$ cat src/rtl/core/pn_pkg.sv
// Shared types, constants and the permutation ROM of the 2D gradient noise pipeline.
`default_nettype none

package pn_pkg;

   // Field and datapath widths
   localparam int FRAC_W  = 16;   // fraction in unsigned Q0.16
   localparam int CELL_W  = 8;    // lattice cell index, wraps modulo 256
   localparam int DOT_W   = 20;   // signed Q16 dot products and blends
   localparam int FADE_W  = 17;   // fade weight in Q16, up to 1.0
   localparam int OUT_W   = 16;   // Q1.15 result

   // Pipeline depth from accepted transaction to result strobe
   localparam int LATENCY = 10;

   // 1/sqrt(2) in Q0.16
   localparam logic signed [FRAC_W:0] SCALE_Q16 = 17'sd46341;

   typedef logic [FRAC_W-1:0]        frac_type;
   typedef logic [CELL_W-1:0]        cell_type;
   typedef logic [FADE_W-1:0]        fade_type;
   typedef logic signed [DOT_W-1:0]  dot_type;
   typedef logic signed [OUT_W-1:0]  noise_type;

   // Gradient selected by the low three hash bits
   typedef enum logic [2:0] {
      GRAD_PXPZ,
      GRAD_NXPZ,
      GRAD_PXNZ,
      GRAD_NXNZ,
      GRAD_PX,
      GRAD_NX,
      GRAD_PZ,
      GRAD_NZ
   } grad_type;

   // Gradient codes of the four cell corners
   typedef struct packed {
      grad_type g00;
      grad_type g10;
      grad_type g01;
      grad_type g11;
   } corner_grad_type;

   localparam logic [7:0] PERM_ROM [256] = '{
      8'd151, 8'd160, 8'd137, 8'd91,  8'd90,  8'd15,  8'd131, 8'd13,
      8'd201, 8'd95,  8'd96,  8'd53,  8'd194, 8'd233, 8'd7,   8'd225,
      8'd140, 8'd36,  8'd103, 8'd30,  8'd69,  8'd142, 8'd8,   8'd99,
      8'd37,  8'd240, 8'd21,  8'd10,  8'd23,  8'd190, 8'd6,   8'd148,
      8'd247, 8'd120, 8'd234, 8'd75,  8'd0,   8'd26,  8'd197, 8'd62,
      8'd94,  8'd252, 8'd219, 8'd203, 8'd117, 8'd35,  8'd11,  8'd32,
      8'd57,  8'd177, 8'd33,  8'd88,  8'd237, 8'd149, 8'd56,  8'd87,
      8'd174, 8'd20,  8'd125, 8'd136, 8'd171, 8'd168, 8'd68,  8'd175,
      8'd74,  8'd165, 8'd71,  8'd134, 8'd139, 8'd48,  8'd27,  8'd166,
      8'd77,  8'd146, 8'd158, 8'd231, 8'd83,  8'd111, 8'd229, 8'd122,
      8'd60,  8'd211, 8'd133, 8'd230, 8'd220, 8'd105, 8'd92,  8'd41,
      8'd55,  8'd46,  8'd245, 8'd40,  8'd244, 8'd102, 8'd143, 8'd54,
      8'd65,  8'd25,  8'd63,  8'd161, 8'd1,   8'd216, 8'd80,  8'd73,
      8'd209, 8'd76,  8'd132, 8'd187, 8'd208, 8'd89,  8'd18,  8'd169,
      8'd200, 8'd196, 8'd135, 8'd130, 8'd116, 8'd188, 8'd159, 8'd86,
      8'd164, 8'd100, 8'd109, 8'd198, 8'd173, 8'd186, 8'd3,   8'd64,
      8'd52,  8'd217, 8'd226, 8'd250, 8'd124, 8'd123, 8'd5,   8'd202,
      8'd38,  8'd147, 8'd118, 8'd126, 8'd255, 8'd82,  8'd85,  8'd212,
      8'd207, 8'd206, 8'd59,  8'd227, 8'd47,  8'd16,  8'd58,  8'd17,
      8'd182, 8'd189, 8'd28,  8'd42,  8'd223, 8'd183, 8'd170, 8'd213,
      8'd119, 8'd248, 8'd152, 8'd2,   8'd44,  8'd154, 8'd163, 8'd70,
      8'd221, 8'd153, 8'd101, 8'd155, 8'd167, 8'd43,  8'd172, 8'd9,
      8'd129, 8'd22,  8'd39,  8'd253, 8'd19,  8'd98,  8'd108, 8'd110,
      8'd79,  8'd113, 8'd224, 8'd232, 8'd178, 8'd185, 8'd112, 8'd104,
      8'd218, 8'd246, 8'd97,  8'd228, 8'd251, 8'd34,  8'd242, 8'd193,
      8'd238, 8'd210, 8'd144, 8'd12,  8'd191, 8'd179, 8'd162, 8'd241,
      8'd81,  8'd51,  8'd145, 8'd235, 8'd249, 8'd14,  8'd239, 8'd107,
      8'd49,  8'd192, 8'd214, 8'd31,  8'd181, 8'd199, 8'd106, 8'd157,
      8'd184, 8'd84,  8'd204, 8'd176, 8'd115, 8'd121, 8'd50,  8'd45,
      8'd127, 8'd4,   8'd150, 8'd254, 8'd138, 8'd236, 8'd205, 8'd93,
      8'd222, 8'd114, 8'd67,  8'd29,  8'd24,  8'd72,  8'd243, 8'd141,
      8'd128, 8'd195, 8'd78,  8'd66,  8'd215, 8'd61,  8'd156, 8'd180
   };

   // Permutation ROM lookup
   function automatic cell_type perm_lookup(input cell_type idx);
      return PERM_ROM[idx];
   endfunction

   // Dot product of the selected gradient with the corner offset
   function automatic dot_type grad_dot(input grad_type g, input dot_type dx,
                                        input dot_type dz);
      dot_type res;
      case (g)
         GRAD_PXPZ: res = dx + dz;
         GRAD_NXPZ: res = dz - dx;
         GRAD_PXNZ: res = dx - dz;
         GRAD_NXNZ: res = -dx - dz;
         GRAD_PX:   res = dx;
         GRAD_NX:   res = -dx;
         GRAD_PZ:   res = dz;
         GRAD_NZ:   res = -dz;
         default:   res = '0;
      endcase
      return res;
   endfunction

endpackage

`default_nettype wire

$ cat src/rtl/core/pn_fade.sv
// Three-stage quintic fade curve 6t^5 - 15t^4 + 10t^3 in Q16.
`default_nettype none

module pn_fade import pn_pkg::*; (
   input  logic     clock,
   input  frac_type t,
   output fade_type fade
);

   frac_type           t_ff;
   frac_type           t2_ff, t2_in;
   frac_type           t3_ff, t3_in;
   logic [20:0]        q_ff, q_in;
   fade_type           fade_ff, fade_in;

   logic [31:0]        sq_prod, cube_prod;
   logic [32:0]        sq_rnd, cube_rnd;
   logic [36:0]        fade_prod, fade_rnd;
   logic [20:0]        fade_full;

   // Square and round
   always_comb begin
      sq_prod = 32'(t) * 32'(t);
      sq_rnd  = 33'(sq_prod) + 33'd32768;
      t2_in   = sq_rnd[31:16];
   end

   // Cube and the quadratic factor 6t^2 - 15t + 10
   always_comb begin
      cube_prod = 32'(t2_ff) * 32'(t_ff);
      cube_rnd  = 33'(cube_prod) + 33'd32768;
      t3_in     = cube_rnd[31:16];
      q_in      = 21'(t2_ff) * 21'd6 + 21'd655360 - 21'(t_ff) * 21'd15;
   end

   // Final product, round and clip at 1.0
   always_comb begin
      fade_prod = 37'(t3_ff) * 37'(q_ff);
      fade_rnd  = fade_prod + 37'd32768;
      fade_full = fade_rnd[36:16];
      if (fade_full > 21'd65536) begin
         fade_in = 17'd65536;
      end else begin
         fade_in = fade_full[FADE_W-1:0];
      end
   end

   always_ff @(posedge clock) begin
      t_ff    <= t;
      t2_ff   <= t2_in;
      t3_ff   <= t3_in;
      q_ff    <= q_in;
      fade_ff <= fade_in;
   end

   assign fade = fade_ff;

endmodule

`default_nettype wire

$ cat config.mk
export PLATFORM = sky130hd
export DESIGN_NAME = pn_fade
export DESIGN_NICKNAME = d
export VERILOG_FILES = /design/src/rtl/core/pn_pkg.sv /design/src/rtl/core/pn_fade.sv
export SDC_FILE = /design/constraint.sdc
export NUM_CORES = 2
export LEC_CHECK = 0
export BUFFER_PORTS_ARGS = -buffer_cell sky130_fd_sc_hd__buf_2
export CORE_MARGIN = 2
export CORE_UTILIZATION = 42
export CTS_BUF_LIST = sky130_fd_sc_hd__clkbuf_4
export CTS_CLUSTER_DIAMETER = 40
export DETAILED_ROUTE_END_ITERATION = 8
export PLACE_DENSITY = 0.54
export SLEW_MARGIN = 20
export SYNTH_ARGS = -nofsm -noshare
export SYNTH_HDL_FRONTEND = slang
export SYNTH_SLANG_ARGS = --single-unit
$ cat constraint.sdc
create_clock -name clock -period 13.6 [get_ports clock]
set_input_delay 1.36 -clock clock [delete_from_list [all_inputs] [get_ports clock]]
set_output_delay 1.36 -clock clock [all_outputs]
set_load 0.02 [all_outputs]
==> reports/results.ini <==
[status]
run_status=complete, no violations

[worst_setup_path]
setup.worst_path.end_class=flip-flop
worstSetupStartpointType=flip-flop
cp.arrival_ps=8190
crit_type=reg2reg
path_max_fanout=19
cp.required_ps=14100

[yosys]
synthCells=3430
ys_dominant_reg_cell=dfxtp_1
ys_ff_latch=86
ys_warn_count=0
yosysTopAreaCell=fa_1
synth_area_um2=30900
synthTopCellsByArea=fa_1 (43%), ha_1 (16%), inv_1 (11%)
seq_area_frac_synth_pct=5.56
syn-num-nets=4519
synthDistinctLibCells=72
synth_top_area_share_pct=43.0
synth.avg_cell_area_um2=9.02
synthArstFlopShare_pct=0
synth-edff-count=0

[die]
floorplan.initialDensity_pct=42.4
core_area_um2=73000
io_pins=34
die_w_um=275
dieArea_um2=75900
rows=99
fp.dieH_um=275

[detailed_routing]
first_iter_violations=972
via_per_inst=4.89
drt_first_pass_iters=7
ant_nets=0
drc=0
wl_per_cell_um=16.4
drt-total-wl_um=71500
vias=21300

[cts]
cts_resized=0
cts_buffer_depth=2
cts_tree=done
clk_pin_slew_worst_paths_ps=160
hold_buffers=0
clock_sinks=86
h-tree-depth=3
root_buffer=clkbuf_4
cts_buffers=9
clock_latency_ps=580
postCtsSetupRepairBufs=0

[layout]
fin_nets=4481
post-route-cell-area_um2=32300
final_core_util_pct=44.2
final_cell_mix=inv_1 (893), fa_1 (664), nand2_1 (425)
syn2layout_area_growth_pct=4.30
layout_commonest_cell=inv_1
final_layout_size_suffix_gt1_share_pct=3.41

[global_route]
overflow=0
antenna_found_initial=2
grt.total_usage_pct=20.0
grt_max_degree=22
first_global_vias=22600
grt_pass1_wl_um=119000

[placement]
gp_congestion=0.831
io_buffers=33
dpl.hpwl_um=56700
place_ws_ps=5660
placed_area_um2=32100

[sta]
rsz0062_at_grt=no
report.final.slew_viol_count=0
skew_ps=37.9
finalSetupTns_ps=0
hold_viol=0
worst_pin_slew_ps=1120
max_freq_mhz=130
period_share_pct=56.5
setup_ws_ps=5910
max_slew_margin_pct=25.5
report.final.setup_viol=0
layout_min_cycle_time_ps=7690

[run]
drv_cap=0

[hold_path]
holdCritPathClass=reg2reg

-- area by class of cell --
| class | count | area [µm²] |
|---|---|---|
| sequential | 86 | 1720 |
| clock buffer | 9 | 67.6 |
| antenna | 2 | 5.00 |
| tap | 959 | 1200 |
| clock inverter | 7 | 81.3 |
| multi-input combinational | 2334 | 25400 |
| fill | 7313 | 40700 |
| inverter | 893 | 3350 |
| timing repair buffer | 68 | 428 |
-- state kept, by name, summed over array words and instances, names as in the netlist --
register and cells:
q_ff 21, fade 17, t2_ff 16, t3_ff 16, t_ff 16
-- worst max-delay path: stages, from the launching register on --
cell and delay, ps:
dfxtp_1 1080, nand2_1 190, fa_1 570, inv_1 50
fa_1 530, inv_1 50, fa_1 490, inv_1 50
fa_1 530, inv_1 60, fa_1 470, inv_1 50
fa_1 440, ha_1 320, a21oi_1 140, o21ai_0 160
a2111oi_0 440, a21oi_1 230, o221a_2 330, a311o_1 430
a41oi_2 390, nor4_1 120, a2111oi_2 320, xnor2_1 150
-- layer usage --
metal | track usage [%] | routed length, µm | up-vias
met4 | 3.76 | 1200 | 0
met3 | 1.73 | 2360 | 54
li1 | - | - | 10100
met5 | 0 | 0 | -
met1 | 27.8 | 33500 | 10800
met2 | 34.3 | 34400 | 328
-- worst paths after layout --
kind | from | endpoint | slack (ps) | depth (start not counted)
min | t_ff[0] | q_ff[0] | 660 | 1
max reg2reg | t_ff[1] | t3_ff[15] | 5910 | 23
max | t_ff[1] | t3_ff[15] | 5910 | 23
min reg2reg | t_ff[0] | q_ff[0] | 660 | 1
-- metrics by stage --
stage | hold slack [ps] | cells
3_3_place_gp | 631 | 4340
2_1_floorplan | 461 | 3430
3_5_place_dp | 635 | 4340
5_1_grt | 664 | 4357
4_1_cts | 673 | 4356
6_report | 659 | 4358
-- synthesized netlist by cell type (3+ instances only) --
cell type,instances
dfxtp_1,86
xor2_1,22
and3_1,19
nand2b_1,13
a31oi_1,6
inv_1,893
o31ai_1,4
o21ai_0,33
and4_1,4
nor2b_1,9
ha_1,408
fa_1,664
or3_1,18
a21oi_1,72
o21a_1,14
nand4_1,10
a211oi_1,5
a31o_2,4
o221ai_1,3
a21o_1,34
o2111ai_1,3
nand2_1,425
nand3_1,23
nor3_1,19
a21boi_0,6
or2_2,6
clkbuf_1,114
xnor2_1,58
nor2_1,80
o211ai_1,7
a2111oi_0,4
o21bai_1,8
and2_1,303
-- cell families (layout without fill, tap and decap cells) --
family / count (synthesis) / after routing / synth area share [%]
DFF: 86 / 86 / 5.56
buffers and inverters: 1010 / 977 / 12.3
xor gates and xnor gates: 80 / 80 / 2.26
and+or+nand+nor: 943 / 943 / 15.0
AOI/OAI and AO/OA: 236 / 236 / 5.34
adders and majority gates: 1072 / 1072 / 59.5
other: 0 / 2 / 0
muxes: 3 / 3 / 0.101
Power is left out: the tool's default activity adds up to more than one toggle a clock period on the data nets, which glitch-free logic cannot reach.
