**config.mk**
```make
export PLATFORM = sky130hd
export DESIGN_NAME = pn_scale
export DESIGN_NICKNAME = d
export VERILOG_FILES = /design/src/rtl/core/pn_pkg.sv /design/src/rtl/core/pn_scale.sv
export SDC_FILE = /design/constraint.sdc
export NUM_CORES = 1
export LEC_CHECK = 0
export ABC_CLOCK_PERIOD_IN_PS = 6900
export BUFFER_PORTS_ARGS = -buffer_cell sky130_fd_sc_hd__buf_2
export CORE_ASPECT_RATIO = 0.6
export CORE_MARGIN = 4
export CORE_UTILIZATION = 35
export CTS_BUF_LIST = sky130_fd_sc_hd__clkbuf_4 sky130_fd_sc_hd__clkbuf_8
export DETAILED_ROUTE_END_ITERATION = 10
export GPL_TIMING_DRIVEN = 1
export SYNTH_ARGS = -nofsm -noshare
export SYNTH_HDL_FRONTEND = slang
export SYNTH_SLANG_ARGS = --single-unit
```
**constraint.sdc**
```tcl
create_clock -name clock -period 6.9 [get_ports clock]
set_input_delay 0 -clock clock [delete_from_list [all_inputs] [get_ports clock]]
set_output_delay 0 -clock clock [all_outputs]
set_load 0.02 [all_outputs]
```
**src/rtl/core/pn_pkg.sv**
```systemverilog
// Shared types, constants and the permutation ROM of the 2D gradient noise pipeline.
`default_nettype none

package pn_pkg;

   // Field and datapath widths
   localparam int FRAC_W  = 16;   // fraction in unsigned Q0.16
   localparam int CELL_W  = 8;    // lattice cell index, wraps modulo 256
   localparam int DOT_W   = 20;   // signed Q16 dot products and blends
   localparam int FADE_W  = 17;   // fade weight in Q16, up to 1.0
   localparam int OUT_W   = 16;   // Q1.15 result

   // Pipeline depth from accepted transaction to result strobe
   localparam int LATENCY = 10;

   // 1/sqrt(2) in Q0.16
   localparam logic signed [FRAC_W:0] SCALE_Q16 = 17'sd46341;

   typedef logic [FRAC_W-1:0]        frac_type;
   typedef logic [CELL_W-1:0]        cell_type;
   typedef logic [FADE_W-1:0]        fade_type;
   typedef logic signed [DOT_W-1:0]  dot_type;
   typedef logic signed [OUT_W-1:0]  noise_type;

   // Gradient selected by the low three hash bits
   typedef enum logic [2:0] {
      GRAD_PXPZ,
      GRAD_NXPZ,
      GRAD_PXNZ,
      GRAD_NXNZ,
      GRAD_PX,
      GRAD_NX,
      GRAD_PZ,
      GRAD_NZ
   } grad_type;

   // Gradient codes of the four cell corners
   typedef struct packed {
      grad_type g00;
      grad_type g10;
      grad_type g01;
      grad_type g11;
   } corner_grad_type;

   localparam logic [7:0] PERM_ROM [256] = '{
      8'd151, 8'd160, 8'd137, 8'd91,  8'd90,  8'd15,  8'd131, 8'd13,
      8'd201, 8'd95,  8'd96,  8'd53,  8'd194, 8'd233, 8'd7,   8'd225,
      8'd140, 8'd36,  8'd103, 8'd30,  8'd69,  8'd142, 8'd8,   8'd99,
      8'd37,  8'd240, 8'd21,  8'd10,  8'd23,  8'd190, 8'd6,   8'd148,
      8'd247, 8'd120, 8'd234, 8'd75,  8'd0,   8'd26,  8'd197, 8'd62,
      8'd94,  8'd252, 8'd219, 8'd203, 8'd117, 8'd35,  8'd11,  8'd32,
      8'd57,  8'd177, 8'd33,  8'd88,  8'd237, 8'd149, 8'd56,  8'd87,
      8'd174, 8'd20,  8'd125, 8'd136, 8'd171, 8'd168, 8'd68,  8'd175,
      8'd74,  8'd165, 8'd71,  8'd134, 8'd139, 8'd48,  8'd27,  8'd166,
      8'd77,  8'd146, 8'd158, 8'd231, 8'd83,  8'd111, 8'd229, 8'd122,
      8'd60,  8'd211, 8'd133, 8'd230, 8'd220, 8'd105, 8'd92,  8'd41,
      8'd55,  8'd46,  8'd245, 8'd40,  8'd244, 8'd102, 8'd143, 8'd54,
      8'd65,  8'd25,  8'd63,  8'd161, 8'd1,   8'd216, 8'd80,  8'd73,
      8'd209, 8'd76,  8'd132, 8'd187, 8'd208, 8'd89,  8'd18,  8'd169,
      8'd200, 8'd196, 8'd135, 8'd130, 8'd116, 8'd188, 8'd159, 8'd86,
      8'd164, 8'd100, 8'd109, 8'd198, 8'd173, 8'd186, 8'd3,   8'd64,
      8'd52,  8'd217, 8'd226, 8'd250, 8'd124, 8'd123, 8'd5,   8'd202,
      8'd38,  8'd147, 8'd118, 8'd126, 8'd255, 8'd82,  8'd85,  8'd212,
      8'd207, 8'd206, 8'd59,  8'd227, 8'd47,  8'd16,  8'd58,  8'd17,
      8'd182, 8'd189, 8'd28,  8'd42,  8'd223, 8'd183, 8'd170, 8'd213,
      8'd119, 8'd248, 8'd152, 8'd2,   8'd44,  8'd154, 8'd163, 8'd70,
      8'd221, 8'd153, 8'd101, 8'd155, 8'd167, 8'd43,  8'd172, 8'd9,
      8'd129, 8'd22,  8'd39,  8'd253, 8'd19,  8'd98,  8'd108, 8'd110,
      8'd79,  8'd113, 8'd224, 8'd232, 8'd178, 8'd185, 8'd112, 8'd104,
      8'd218, 8'd246, 8'd97,  8'd228, 8'd251, 8'd34,  8'd242, 8'd193,
      8'd238, 8'd210, 8'd144, 8'd12,  8'd191, 8'd179, 8'd162, 8'd241,
      8'd81,  8'd51,  8'd145, 8'd235, 8'd249, 8'd14,  8'd239, 8'd107,
      8'd49,  8'd192, 8'd214, 8'd31,  8'd181, 8'd199, 8'd106, 8'd157,
      8'd184, 8'd84,  8'd204, 8'd176, 8'd115, 8'd121, 8'd50,  8'd45,
      8'd127, 8'd4,   8'd150, 8'd254, 8'd138, 8'd236, 8'd205, 8'd93,
      8'd222, 8'd114, 8'd67,  8'd29,  8'd24,  8'd72,  8'd243, 8'd141,
      8'd128, 8'd195, 8'd78,  8'd66,  8'd215, 8'd61,  8'd156, 8'd180
   };

   // Permutation ROM lookup
   function automatic cell_type perm_lookup(input cell_type idx);
      return PERM_ROM[idx];
   endfunction

   // Dot product of the selected gradient with the corner offset
   function automatic dot_type grad_dot(input grad_type g, input dot_type dx,
                                        input dot_type dz);
      dot_type res;
      case (g)
         GRAD_PXPZ: res = dx + dz;
         GRAD_NXPZ: res = dz - dx;
         GRAD_PXNZ: res = dx - dz;
         GRAD_NXNZ: res = -dx - dz;
         GRAD_PX:   res = dx;
         GRAD_NX:   res = -dx;
         GRAD_PZ:   res = dz;
         GRAD_NZ:   res = -dz;
         default:   res = '0;
      endcase
      return res;
   endfunction

endpackage

`default_nettype wire

```
**src/rtl/core/pn_scale.sv**
```systemverilog
// Two-stage scale by 1/sqrt(2), round to Q1.15 and clamp.
`default_nettype none

module pn_scale import pn_pkg::*; (
   input  logic      clock,
   input  dot_type   val,
   output noise_type noise
);

   localparam int PROD_W = DOT_W + FRAC_W + 1;

   logic signed [PROD_W-1:0] prod_ff, prod_in;
   logic signed [PROD_W-1:0] prod_rnd;
   logic signed [PROD_W-1:0] res;
   noise_type                noise_ff, noise_in;

   // Multiply by the scale constant
   always_comb begin
      prod_in = PROD_W'(val) * PROD_W'(SCALE_Q16);
   end

   // Round to Q1.15 and saturate
   always_comb begin
      prod_rnd = prod_ff + PROD_W'(65536);
      res      = prod_rnd >>> 17;
      if (res > PROD_W'(32767)) begin
         noise_in = 16'sd32767;
      end else if (res < -PROD_W'(32768)) begin
         noise_in = -16'sd32768;
      end else begin
         noise_in = OUT_W'(res);
      end
   end

   always_ff @(posedge clock) begin
      prod_ff  <= prod_in;
      noise_ff <= noise_in;
   end

   assign noise = noise_ff;

endmodule

`default_nettype wire

```
==> summary.txt <==
Timing
  – Worst slew margin: 53.3%
  – Clock skew after layout: 0.00402 ns
  – Number of failing setup endpoints in the final timing report: 0
  – Minimum clock period: 5.31 ns
  – F_max: 188 MHz
  – Total negative slack for setup checks: 0 ns
  – Final number of hold-violating endpoints: 0
  – Unrepaired setup endpoints after global routing: no
  – Portion of the clock cycle consumed by the worst path in the final layout: 77.0%
  – Total count of max-transition violations in the final report: 0
  – Slew at the pin with the worst max-slew slack: 0.700 ns

Floorplanning
  – Initial Util: 35.8%
  – Die Height: 119 um
  – Core outline area: 20100 sq um
  – Cell Rows: 40
  – Horizontal die dimension: 193 um
  – Die outline area: 23000 sq um
  – Boundary Pins: 37

Logic synthesis
  – Proportion of register bits with asynchronous set or reset after synthesis: 0%
  – Synth Cell Area: 7180 sq um
  – #FFs+latches synth: 37
  – Post-Syn Nets: 1059
  – Fraction of the mapped netlist area in adder cells: 54.3%
  – Fraction of synthesized area in multiplexers: 0.139%
  – Mean post-synth cell area: 9.14 sq um
  – Share of synthesized area occupied by flip-flops and latches: 10.3%
  – Compound-cell area share of the yosys netlist: 11.0%
  – Combinational family with the most area after synthesis: adder cells
  – Number of instances in the synthesized netlist: 786
  – Prevailing post-synth register cell: sky130_fd_sc_hd__dfxtp_1
  – Number of flops mapped to enable cells by yosys: 0
  – Number of distinct library cells after synthesis: 56
  – Synth Area in XOR/XNOR: 4.62%
  – Simple-gate area share of the yosys netlist: 7.63%
  – Yosys Warn Count: 0

Clock tree
  – Clock insertion delay at the later pin of the skew report: 0.29 ns
  – Total clock buffers created by CTS: 5
  – Hold bufs inserted after CTS: 0
  – Root Buffer Master: sky130_fd_sc_hd__clkbuf_8
  – Clk slew on worst S/H paths: 0.08 ns
  – CTS tree: done
  – Level count of the clock H-tree: 2
  – Max Root-Sink Buffers: 2
  – Total number of clock tree sinks: 37
  – PostCTS Resize Cnt: 0
  – Post-CTS Setup Inserts: 0

Worst setup path
  – Reg-to-reg slack, setup: 4.64 ns
  – Critical Path Sink Type: flip-flop
  – Critical path launch point: val[19]
  – Most frequent cell on the critical path: sky130_fd_sc_hd__fa_1
  – CP Max Fanout: 34
  – Worst EP arrival: 5.48 ns
  – Startpoint type of the worst setup path: input port
  – WS Path Type: in2reg
  – Ordered cell list for the critical path: buf_2, ha_1, inv_1, fa_1, inv_1, fa_1, fa_1, fa_1, inv_1, fa_1, inv_1, ha_1, nand2_1, o2111ai_1, nor2_1, a211oi_1, a31o_2, o311ai_1
  – End of the worst register-to-register path: noise[8]
  – CP max stage delay: 0.59 ns
  – Worst path required time: 7.07 ns
  – R2r worst-path depth: 7
  – RR Startpoint: prod_ff[16]
  – Crit path max-delay cell type: sky130_fd_sc_hd__a211oi_1

Placement
  – Port-buffer cells: 36
  – Final estimated routing congestion in global placement: 0.907
  – Placed inst area: 7660 sq um
  – Detail Placement HPWL: 13.9 mm

Finish
  – Footprint of the flip-flops and latches: 741 sq um
  – Fill cell total of the finished layout: 2072
  – Leading cell type in the layout, fill and taps excluded: sky130_fd_sc_hd__inv_1
  – Share of final-layout standard cells stronger than drive strength 1: 6.70%
  – Number of inserted diodes: 0
  – Layout Nets: 1093
  – Commonest non-fill, non-tap cells in the layout: 217 x sky130_fd_sc_hd__inv_1, 152 x sky130_fd_sc_hd__ha_1, 100 x sky130_fd_sc_hd__fa_1
  – Post-route cell area: 7750 sq um
  – P&R area growth vs syn: 7.85%
  – Total area of multi-input combinational cells: 5580 sq um

Route
  – First-iteration detailed-routing DRC count: 304
  – Number of antenna-violating nets in the routed design: 0
  – Total Wirelength: 15.5 mm
  – Total number of vias: 5220
  – Residual DRC: 0
  – Pre-antenna DRT Iters: 5
  – Vias per cell: 4.77
  – Routed wire length per instance: 14.2 um

Run status
  – Run status: completed

Global routing
  – Via count of the first global-routing pass: 5652
  – Initial antenna violation count: 0
  – First-pass GRT wire length: 27.9 mm
  – Pin count of the biggest net entering global routing: 35
  – Overall track demand over capacity in global routing: 14.9%
  – Global route overflow: 0

Min path
  – Startpoint of the lowest-slack hold path: prod_ff[36]
  – Type of the most critical hold path: reg2reg
  – Hold-critical path endpoint: noise[15]
  – Instance count along the most critical hold path: 2

Run
  – Max-cap viol count: 0
==> worst max-delay path: cells and delay by family <==
family,cells,cell delay [ns]
adder cells (fa/ha/maj),7,3.22
AO/OA/AOI/OAI,4,1.24
buffers and inverters,5,0.79
AND/OR/NAND/NOR,2,0.22
==> cells in the mapped netlist, types with 2 or more instances <==
master | number | area share, %
sky130_fd_sc_hd__nor4_1 | 3 | 0.26
sky130_fd_sc_hd__xnor2_1 | 21 | 2.6
sky130_fd_sc_hd__and2_1 | 2 | 0.17
sky130_fd_sc_hd__nor2_1 | 27 | 1.4
sky130_fd_sc_hd__inv_1 | 217 | 11
sky130_fd_sc_hd__a22oi_1 | 2 | 0.21
sky130_fd_sc_hd__o2111ai_1 | 2 | 0.24
sky130_fd_sc_hd__and3_1 | 7 | 0.61
sky130_fd_sc_hd__o21a_1 | 3 | 0.31
sky130_fd_sc_hd__xor2_1 | 15 | 1.8
sky130_fd_sc_hd__or3_1 | 2 | 0.17
sky130_fd_sc_hd__a21o_1 | 5 | 0.52
sky130_fd_sc_hd__nand4_1 | 11 | 0.96
sky130_fd_sc_hd__fa_1 | 100 | 28
sky130_fd_sc_hd__nor3_1 | 3 | 0.21
sky130_fd_sc_hd__ha_1 | 152 | 26
sky130_fd_sc_hd__a21oi_1 | 49 | 3.4
sky130_fd_sc_hd__and4_1 | 2 | 0.24
sky130_fd_sc_hd__o211ai_1 | 4 | 0.42
sky130_fd_sc_hd__o21ai_0 | 27 | 1.9
sky130_fd_sc_hd__nor2b_1 | 3 | 0.26
sky130_fd_sc_hd__a2111oi_0 | 2 | 0.24
sky130_fd_sc_hd__nand2_1 | 38 | 2.0
sky130_fd_sc_hd__o311ai_0 | 2 | 0.24
sky130_fd_sc_hd__a211oi_1 | 3 | 0.31
sky130_fd_sc_hd__a21boi_0 | 2 | 0.21
sky130_fd_sc_hd__clkbuf_1 | 5 | 0.26
sky130_fd_sc_hd__nand3_1 | 12 | 0.84
sky130_fd_sc_hd__dfxtp_1 | 37 | 10
sky130_fd_sc_hd__a31oi_1 | 2 | 0.17
==> state kept, by name, indices dropped and copies added (netlist names) <==
register	count
noise	16
prod_ff	21
==> routing by layer <==
metal / vias to the layer above / global-route usage [%] / part of all wire [%]
met3: 7 / 3.02 / 5.4
met5: - / 0 / 0
met2: 101 / 21.8 / 39
met1: 2531 / 23.5 / 55
li1: 2581 / - / -
met4: 0 / 1.15 / 0.41
==> kinds of logic after synthesis <==
| group | count (synthesis) |
|---|---|
| AO/OA/AOI/OAI | 119 |
| XOR/XNOR | 37 |
| adder cells (fa/ha/maj) | 252 |
| buffers and inverters | 226 |
| flip-flops | 37 |
| multiplexers | 1 |
| AND/OR/NAND/NOR | 114 |
==> how the worst max path moves through the flow <==
stage / to / slack, ns / cells past startpoint
floorplan: prod_ff[29] / 2.27 / 17
global placement: prod_ff[35] / 1.33 / 16
detailed placement: prod_ff[36] / 1.36 / 18
CTS: prod_ff[36] / 1.64 / 18
global route: prod_ff[36] / 1.29 / 18
finish: prod_ff[36] / 1.59 / 18
==> area by class of cell <==
cell class / count / area share [%]
clock buffers: 5 / 0.888
clock inverters: 3 / 0.275
inverters: 217 / 10.5
multi-input cells: 523 / 72.0
flip-flops and latches: 37 / 9.56
well taps: 273 / 4.41
repair buffers: 36 / 2.33
==> per-stage QoR <==
step | hold slack [ns] | utilization, % | worst slack [ns] | instances
after floorplan | 0.339 | - | 2.27 | 786
after global placement | 0.418 | 38.2 | 1.33 | 1086
after detailed placement | 0.416 | 38.2 | 1.36 | 1086
after CTS | 0.603 | 38.6 | 1.64 | 1094
after global routing | 0.639 | 38.6 | 1.29 | 1094
final | 0.592 | 38.6 | 1.59 | 1094
Power is left out: the tool's default activity adds up to more than one toggle a clock period on the data nets, which glitch-free logic cannot reach.
