===== src/rtl/core/pn_pkg.sv =====
// Shared types, constants and the permutation ROM of the 2D gradient noise pipeline.
`default_nettype none

package pn_pkg;

   // Field and datapath widths
   localparam int FRAC_W  = 16;   // fraction in unsigned Q0.16
   localparam int CELL_W  = 8;    // lattice cell index, wraps modulo 256
   localparam int DOT_W   = 20;   // signed Q16 dot products and blends
   localparam int FADE_W  = 17;   // fade weight in Q16, up to 1.0
   localparam int OUT_W   = 16;   // Q1.15 result

   // Pipeline depth from accepted transaction to result strobe
   localparam int LATENCY = 10;

   // 1/sqrt(2) in Q0.16
   localparam logic signed [FRAC_W:0] SCALE_Q16 = 17'sd46341;

   typedef logic [FRAC_W-1:0]        frac_type;
   typedef logic [CELL_W-1:0]        cell_type;
   typedef logic [FADE_W-1:0]        fade_type;
   typedef logic signed [DOT_W-1:0]  dot_type;
   typedef logic signed [OUT_W-1:0]  noise_type;

   // Gradient selected by the low three hash bits
   typedef enum logic [2:0] {
      GRAD_PXPZ,
      GRAD_NXPZ,
      GRAD_PXNZ,
      GRAD_NXNZ,
      GRAD_PX,
      GRAD_NX,
      GRAD_PZ,
      GRAD_NZ
   } grad_type;

   // Gradient codes of the four cell corners
   typedef struct packed {
      grad_type g00;
      grad_type g10;
      grad_type g01;
      grad_type g11;
   } corner_grad_type;

   localparam logic [7:0] PERM_ROM [256] = '{
      8'd151, 8'd160, 8'd137, 8'd91,  8'd90,  8'd15,  8'd131, 8'd13,
      8'd201, 8'd95,  8'd96,  8'd53,  8'd194, 8'd233, 8'd7,   8'd225,
      8'd140, 8'd36,  8'd103, 8'd30,  8'd69,  8'd142, 8'd8,   8'd99,
      8'd37,  8'd240, 8'd21,  8'd10,  8'd23,  8'd190, 8'd6,   8'd148,
      8'd247, 8'd120, 8'd234, 8'd75,  8'd0,   8'd26,  8'd197, 8'd62,
      8'd94,  8'd252, 8'd219, 8'd203, 8'd117, 8'd35,  8'd11,  8'd32,
      8'd57,  8'd177, 8'd33,  8'd88,  8'd237, 8'd149, 8'd56,  8'd87,
      8'd174, 8'd20,  8'd125, 8'd136, 8'd171, 8'd168, 8'd68,  8'd175,
      8'd74,  8'd165, 8'd71,  8'd134, 8'd139, 8'd48,  8'd27,  8'd166,
      8'd77,  8'd146, 8'd158, 8'd231, 8'd83,  8'd111, 8'd229, 8'd122,
      8'd60,  8'd211, 8'd133, 8'd230, 8'd220, 8'd105, 8'd92,  8'd41,
      8'd55,  8'd46,  8'd245, 8'd40,  8'd244, 8'd102, 8'd143, 8'd54,
      8'd65,  8'd25,  8'd63,  8'd161, 8'd1,   8'd216, 8'd80,  8'd73,
      8'd209, 8'd76,  8'd132, 8'd187, 8'd208, 8'd89,  8'd18,  8'd169,
      8'd200, 8'd196, 8'd135, 8'd130, 8'd116, 8'd188, 8'd159, 8'd86,
      8'd164, 8'd100, 8'd109, 8'd198, 8'd173, 8'd186, 8'd3,   8'd64,
      8'd52,  8'd217, 8'd226, 8'd250, 8'd124, 8'd123, 8'd5,   8'd202,
      8'd38,  8'd147, 8'd118, 8'd126, 8'd255, 8'd82,  8'd85,  8'd212,
      8'd207, 8'd206, 8'd59,  8'd227, 8'd47,  8'd16,  8'd58,  8'd17,
      8'd182, 8'd189, 8'd28,  8'd42,  8'd223, 8'd183, 8'd170, 8'd213,
      8'd119, 8'd248, 8'd152, 8'd2,   8'd44,  8'd154, 8'd163, 8'd70,
      8'd221, 8'd153, 8'd101, 8'd155, 8'd167, 8'd43,  8'd172, 8'd9,
      8'd129, 8'd22,  8'd39,  8'd253, 8'd19,  8'd98,  8'd108, 8'd110,
      8'd79,  8'd113, 8'd224, 8'd232, 8'd178, 8'd185, 8'd112, 8'd104,
      8'd218, 8'd246, 8'd97,  8'd228, 8'd251, 8'd34,  8'd242, 8'd193,
      8'd238, 8'd210, 8'd144, 8'd12,  8'd191, 8'd179, 8'd162, 8'd241,
      8'd81,  8'd51,  8'd145, 8'd235, 8'd249, 8'd14,  8'd239, 8'd107,
      8'd49,  8'd192, 8'd214, 8'd31,  8'd181, 8'd199, 8'd106, 8'd157,
      8'd184, 8'd84,  8'd204, 8'd176, 8'd115, 8'd121, 8'd50,  8'd45,
      8'd127, 8'd4,   8'd150, 8'd254, 8'd138, 8'd236, 8'd205, 8'd93,
      8'd222, 8'd114, 8'd67,  8'd29,  8'd24,  8'd72,  8'd243, 8'd141,
      8'd128, 8'd195, 8'd78,  8'd66,  8'd215, 8'd61,  8'd156, 8'd180
   };

   // Permutation ROM lookup
   function automatic cell_type perm_lookup(input cell_type idx);
      return PERM_ROM[idx];
   endfunction

   // Dot product of the selected gradient with the corner offset
   function automatic dot_type grad_dot(input grad_type g, input dot_type dx,
                                        input dot_type dz);
      dot_type res;
      case (g)
         GRAD_PXPZ: res = dx + dz;
         GRAD_NXPZ: res = dz - dx;
         GRAD_PXNZ: res = dx - dz;
         GRAD_NXNZ: res = -dx - dz;
         GRAD_PX:   res = dx;
         GRAD_NX:   res = -dx;
         GRAD_PZ:   res = dz;
         GRAD_NZ:   res = -dz;
         default:   res = '0;
      endcase
      return res;
   endfunction

endpackage

`default_nettype wire


===== src/rtl/core/pn_lerp.sv =====
// Two-stage linear blend a + rnd(w * (b - a)) in signed Q16.
`default_nettype none

module pn_lerp import pn_pkg::*; (
   input  logic     clock,
   input  dot_type  a,
   input  dot_type  b,
   input  fade_type w,
   output dot_type  y
);

   logic signed [DOT_W:0]        diff;
   logic signed [FADE_W:0]       w_s;
   logic signed [DOT_W+FADE_W+1:0] prod_ff, prod_in;
   logic signed [DOT_W+FADE_W+1:0] prod_rnd;
   dot_type                      a_ff;
   dot_type                      y_ff, y_in;

   // Weight the difference
   always_comb begin
      diff    = (DOT_W+1)'(b) - (DOT_W+1)'(a);
      w_s     = $signed({1'b0, w});
      prod_in = (DOT_W+FADE_W+2)'(w_s) * (DOT_W+FADE_W+2)'(diff);
   end

   // Round to Q16 and add back the base
   always_comb begin
      prod_rnd = prod_ff + (DOT_W+FADE_W+2)'(32768);
      y_in     = a_ff + DOT_W'(prod_rnd >>> 16);
   end

   always_ff @(posedge clock) begin
      prod_ff <= prod_in;
      a_ff    <= a;
      y_ff    <= y_in;
   end

   assign y = y_ff;

endmodule

`default_nettype wire


===== config.mk =====
export PLATFORM = sky130hd
export DESIGN_NAME = pn_lerp
export DESIGN_NICKNAME = d
export VERILOG_FILES = /design/src/rtl/core/pn_pkg.sv /design/src/rtl/core/pn_lerp.sv
export SDC_FILE = /design/constraint.sdc
export NUM_CORES = 1
export LEC_CHECK = 0
export BUFFER_PORTS_ARGS = -buffer_cell sky130_fd_sc_hd__buf_2
export CAP_MARGIN = 0
export CORE_MARGIN = 4
export CORE_UTILIZATION = 58
export CTS_CLUSTER_SIZE = 14
export DETAILED_ROUTE_END_ITERATION = 6
export PLACE_DENSITY = 0.87
export SYNTH_ARGS = -nofsm -noshare
export SYNTH_HDL_FRONTEND = slang
export SYNTH_SLANG_ARGS = --single-unit

===== constraint.sdc =====
create_clock -name clock -period 7.64 [get_ports clock]
set_input_delay 0.382 -clock clock [delete_from_list [all_inputs] [get_ports clock]]
set_output_delay 0.382 -clock clock [all_outputs]
set_load 0.01 [all_outputs]

==> impl_metrics.csv, run 1 <==
group,metric,value,unit
run_status,status,"complete, no violations",
logic_synthesis,ys_seq_area_frac,0.07869,
route,drc,0,
clock_network,numCtsBuffers,9,
global_route,grt.total_usage,0.2769,
layout,n_antenna_cell,0,
logic_synthesis,synth-edff-count,0,
global_route,grt_max_degree,23,
logic_synthesis,ys.flop_type,"dfxtp_1",
critical_path,critical_path_buf_inv_count,5,
logic_synthesis,netlist_instances,1715,
critical_path,cpLargestDelayFamily,"adder cells",
timing,drv_slew,0,
logic_synthesis,synth_cell_types,57,
die,fp-row-count,59,
global_route,antenna_found_initial,2,
route,routed_wl,43620,um
global_route,grt.overflow.total,0,
route,vias,12780,
logic_synthesis,yosysTopAreaCellShare,0.4334,
placement,hpwl,31860,um
layout,fin_nets,2402,
route,drtIter0Drc,1198,
critical_path,slowest_delay,0.53,ns
layout,n_fill_cell,1690,
die,coreArea,26210,um2
critical_path,crit_path_start_kind,"primary input",
route,wire_per_inst,19.63,um
die,fp.dieH,171.6,um
clock_network,tritoncts,"built",
route,drtPass1Iterations,7,
critical_path,cp_max_fo,5,
timing,max_slew_margin,0.2137,
worst_hold_path,min_path_type,"primary input to flop",
die,die_w,171.6,um
die,die-area,29440,um2
critical_path,criticalPathCategory,"primary input to flop",
timing,final_hold_viol_count,0,
placement,finalWeightedCongestion,0.9406,
timing,finalSetupViolCount,0,
critical_path,slowest_stage,"fa_1",
logic_synthesis,syn_area_per_cell,9.049,um2
critical_path,reg2reg_slack,3.88,ns
timing,min_period,7.615,ns
route,postRouteAntennaNets,0,
logic_synthesis,yosys_warnings,0,
layout,area_delta_synth_final,15.70,%
clock_network,htreeDepth,3,
clock_network,postCtsHoldBufs,0,
logic_synthesis,synth_nets,2235,
critical_path,crit_top_cell,"fa_1",
global_route,grt_pass1_vias,13660,
clock_network,cts_num_sinks,61,
die,pin_count,78,
clock_network,clk_pin_slew,0.06,ns
clock_network,cts-root-buf,"clkbuf_16",
die,start_util,0.5922,
route,vias_per_cell,5.752,
run,max-cap-violations,0,
timing,finalClockSkew,0.005164,ns
placement,dp_slack,-0.4479,ns
timing,fmax,131.3,MHz
logic_synthesis,synth_top_cell_by_area,"fa_1",
logic_synthesis,synthTopCellsByArea,"fa_1 43%, ha_1 10%, inv_1 10%, dfxtp_1 7.9%, and2_1 5.2%",
clock_network,clk_latency,0.33,ns
logic_synthesis,synth_most_common_cell,"inv_1",
logic_synthesis,synth-seq-cells,61,
logic_synthesis,ys_top_cells_by_count,"417 x inv_1, 336 x fa_1, 201 x nand2_1",
critical_path,worst_setup_path_end_kind,"flop",
logic_synthesis,mappedNetlistArea,15520,um2
critical_path,cp.required,7.85,ns
placement,io_buffers,77,
timing,layout_setup_ws,0.02513,ns
layout,drive_gt1_frac,0.1722,
clock_network,ctsLongestPathBuffers,2,
logic_synthesis,synthArstFlopShare,0,
timing,fin_crit_sh,0.9967,
critical_path,arrival,7.83,ns
timing,worst_slew_pin_slew,1.171,ns
global_route,grt_pass1_wl,64850,um
## layer usage
| layer | share of wire | track usage | up-vias | routed length, um |
|---|---|---|---|---|
| li1 | - | - | 5429 | - |
| met1 | 0.34 | 0.3285 | 6323 | 14970 |
| met2 | 0.51 | 0.4969 | 766 | 22360 |
| met3 | 0.074 | 0.03149 | 262 | 3210 |
| met4 | 0.070 | 0.1409 | 2 | 3070 |
| met5 | 0.00023 | 0 | - | 10 |
## area by class of cell
class / count / area [um2] / area share
clock buffer: 12 / 256.5 / 0.01429
timing repair buffer: 216 / 1538 / 0.08564
sequential: 61 / 1221 / 0.06801
tap: 335 / 419.2 / 0.02334
clock inverter: 4 / 22.52 / 0.001254
inverter: 417 / 1568 / 0.08732
multi-input combinational: 1177 / 12930 / 0.7201
## per-stage QoR
step                      instance area [um2]  TNS [ns]    util  std cells  hold slack [ns]
after CTS                               17430         0  0.6650       2207           0.1619
after global routing                    17950   -0.6366  0.6851       2222           0.1637
after floorplan                         15530         0       -       1715           0.4097
final                                   17950         0  0.6851       2222           0.1615
after detailed placement                17080    -1.829  0.6518       2191           0.4454
after global placement                  17080   -0.8497  0.6518       2191           0.4458
## path summary, 6_finish.rpt
| check | from | endpoint | cells after the start |
|---|---|---|---|
| min | a[13] | a_ff[13] | 1 |
| max | b[1] | prod_ff[35] | 31 |
| max reg2reg | prod_ff[17] | y[19] | 15 |
| min reg2reg | a_ff[0] | y[0] | 1 |
## state kept, by name (all words and copies together) (netlist names)
| signal | flops |
|---|---|
| a_ff | 20 |
| prod_ff | 21 |
| y | 20 |
## logic make-up after synthesis
| group | Yosys count | synth area share |
|---|---|---|
| and+or+nand+nor | 497 | 0.1604 |
| buffers and inverters | 477 | 0.1163 |
| adders and majority gates | 462 | 0.5350 |
| AOI/OAI and AO/OA | 132 | 0.05950 |
| xor gates and xnor gates | 86 | 0.04999 |
| DFF | 61 | 0.07869 |
## timing repair
item / CTS / global route
setup endpoints to repair: 3 / 9
resized for setup: 12 / 93
pin swaps: 6 / 96
buffers inserted: 0 / 15
## placed cells by master (no fill, tap or decap), types with 15 or more instances in the layout
cell type / instances
a21o_1: 17
a21oi_1: 32
and2_1: 125
and3_1: 17
buf_2: 75
buf_4: 126
dfxtp_1: 61
fa_1: 317
fa_2: 19
ha_1: 111
inv_1: 406
nand2_1: 199
nand2b_1: 16
nand3_1: 27
nor2_1: 32
nor2b_1: 29
o21ai_0: 15
xnor2_1: 62
xor2_1: 19
Power of run 1 is not shown: default switching activity piles up to over one toggle a cycle in this logic, so the estimate is an artifact.
==> run 2: changes to the inputs <==
- PLACE_DENSITY: 0.87 -> 0.84
- clock period: 7.64 -> 9.6 ns (I/O delays scaled with it)
==> impl_metrics.csv, run 2 (same netlist as run 1, synthesis figures left out) <==
group,metric,value,unit
run_status,status,"complete, no violations",
route,postRouteAntennaNets,0,
route,drtPass1Iterations,6,
critical_path,crit_path_start_kind,"primary input",
global_route,grt_max_degree,23,
critical_path,cp.required,9.81,ns
route,vias,11710,
clock_network,clk_latency,0.33,ns
layout,finalNonFillerCells,2096,
global_route,use_met2,0.4754,
layout,area_delta_synth_final,6.660,%
clock_network,cts-root-buf,"clkbuf_16",
critical_path,critical_path_buf_inv_count,5,
timing,drv_slew,0,
timing,holdWs,0.2627,ns
route,wire_per_inst,17.93,um
critical_path,criticalPathCategory,"primary input to flop",
critical_path,worst_setup_path_end_kind,"flop",
critical_path,slowest_stage,"fa_1",
clock_network,postCtsHoldBufs,0,
global_route,antenna_found_initial,1,
critical_path,cpLargestDelayFamily,"adder cells",
layout,regMostFlops,"prod_ff",
layout,fin_nets,2276,
layout,drive_gt1_frac,0.06985,
route,vias_per_cell,5.588,
die,fp-row-count,59,
placement,dp_cells,2080,
clock_network,clk_pin_slew,0.05,ns
timing,fin_crit_sh,0.9149,
timing,tns,0,ns
clock_network,htreeDepth,3,
timing,max_slew_margin,0.3301,
clock_network,ctsLongestPathBuffers,2,
timing,final_hold_viol_count,0,
die,start_util,0.5922,
timing,worst_slew_pin_slew,0.9976,ns
global_route,busiest_layer,"met2",
timing,rsz0062_at_grt,"false",
route,drc,0,
die,coreArea,26210,um2
placement,io_buffers,77,
die,die_w,171.6,um
worst_hold_path,min-delay-start,"a[18]",
timing,fmax,113.9,MHz
worst_hold_path,min_path_type,"primary input to flop",
die,pin_count,78,
placement,postPlaceCellArea,16210,um2
global_route,grt.overflow.total,0,
route,routed_wl,37590,um
clock_network,post_cts_buffers,0,
placement,finalWeightedCongestion,0.9172,
layout,final_common_cell,"inv_1",
global_route,grt_pass1_vias,12920,
critical_path,r2r_start,"prod_ff[15]",
die,fp.dieH,171.6,um
run,max-cap-violations,0,
critical_path,crit_path_start,"a[0]",
route,drtIter0Drc,778,
timing,min_period,8.783,ns
timing,finalClockSkew,0.005444,ns
global_route,met1_usage,0.3223,
placement,hpwl,29500,um
critical_path,crit_top_cell,"fa_1",
timing,finalSetupViolCount,0,
die,die-area,29440,um2
critical_path,slowest_delay,0.74,ns
critical_path,arrival,8.99,ns
layout,n_antenna_cell,0,
layout,design_area,16550,um2
clock_network,tritoncts,"built",
clock_network,cts_num_sinks,61,
global_route,grt_pass1_wl,62450,um
global_route,grt.total_usage,0.2684,
layout,final_cell_mix,"417 x inv_1, 336 x fa_1, 201 x nand2_1, 129 x and2_1, 126 x ha_1",
clock_network,cts_resized,0,
global_route,use_met3,0.04114,
layout,largest_reg_flops,21,
critical_path,cp_max_fo,21,
clock_network,numCtsBuffers,9,
run 2: cell types whose count changed in the layout (fill, tap and decap cells not counted), sizes merged:
cell | previous run | this run
clkinv | 3 | 1
clkinvlp | 1 | 0
buf | 216 | 90
bufinv | 0 | 3
run 2: metal layers:
layer	vias up	wire length, um	share of wire
met5	-	7	0.00019
met4	2	2080	0.055
met3	162	2713	0.072
met2	540	18960	0.50
met1	5826	13830	0.37
li1	5183	-	-
run 2: final timing paths:
path | to | slack [ns] | depth (start not counted)
worst max-delay path | prod_ff[35] | 0.82 | 31
worst min-delay path | a_ff[18] | 0.26 | 1
worst max register to register | y[18] | 6.04 | 12
worst min register to register | y[0] | 0.49 | 1
run 2: cell type report:
type	instances	area, um2
fill	2019	9654
sequential	61	1221
inverter	417	1565
clock inverter	4	95.09
timing repair buffer	90	483.0
tap	335	419.2
multi-input combinational	1177	12520
clock buffer	12	246.5
run 2: worst reg2reg max path, cell delays in order, from the launching register on:
cell	delay, ns
dfxtp_1	0.38
ha_1	0.32
xor2_1	0.16
fa_1	0.44
a21o_1	0.19
a21oi_2	0.21
o21ai_0	0.13
a31oi_1	0.39
o21ai_1	0.19
o31ai_1	0.29
o21ai_0	0.21
o41ai_1	0.40
xnor2_1	0.18
run 2: per-stage QoR:
step | worst slack (ns) | util
final | 0.8166 | 0.6316
after global routing | 0.4572 | 0.6316
after CTS | 0.9940 | 0.6316
after detailed placement | 0.7736 | 0.6186
after global placement | 0.9428 | 0.6186
after floorplan | 1.689 | -
Power of run 2 is left out for the same reason.
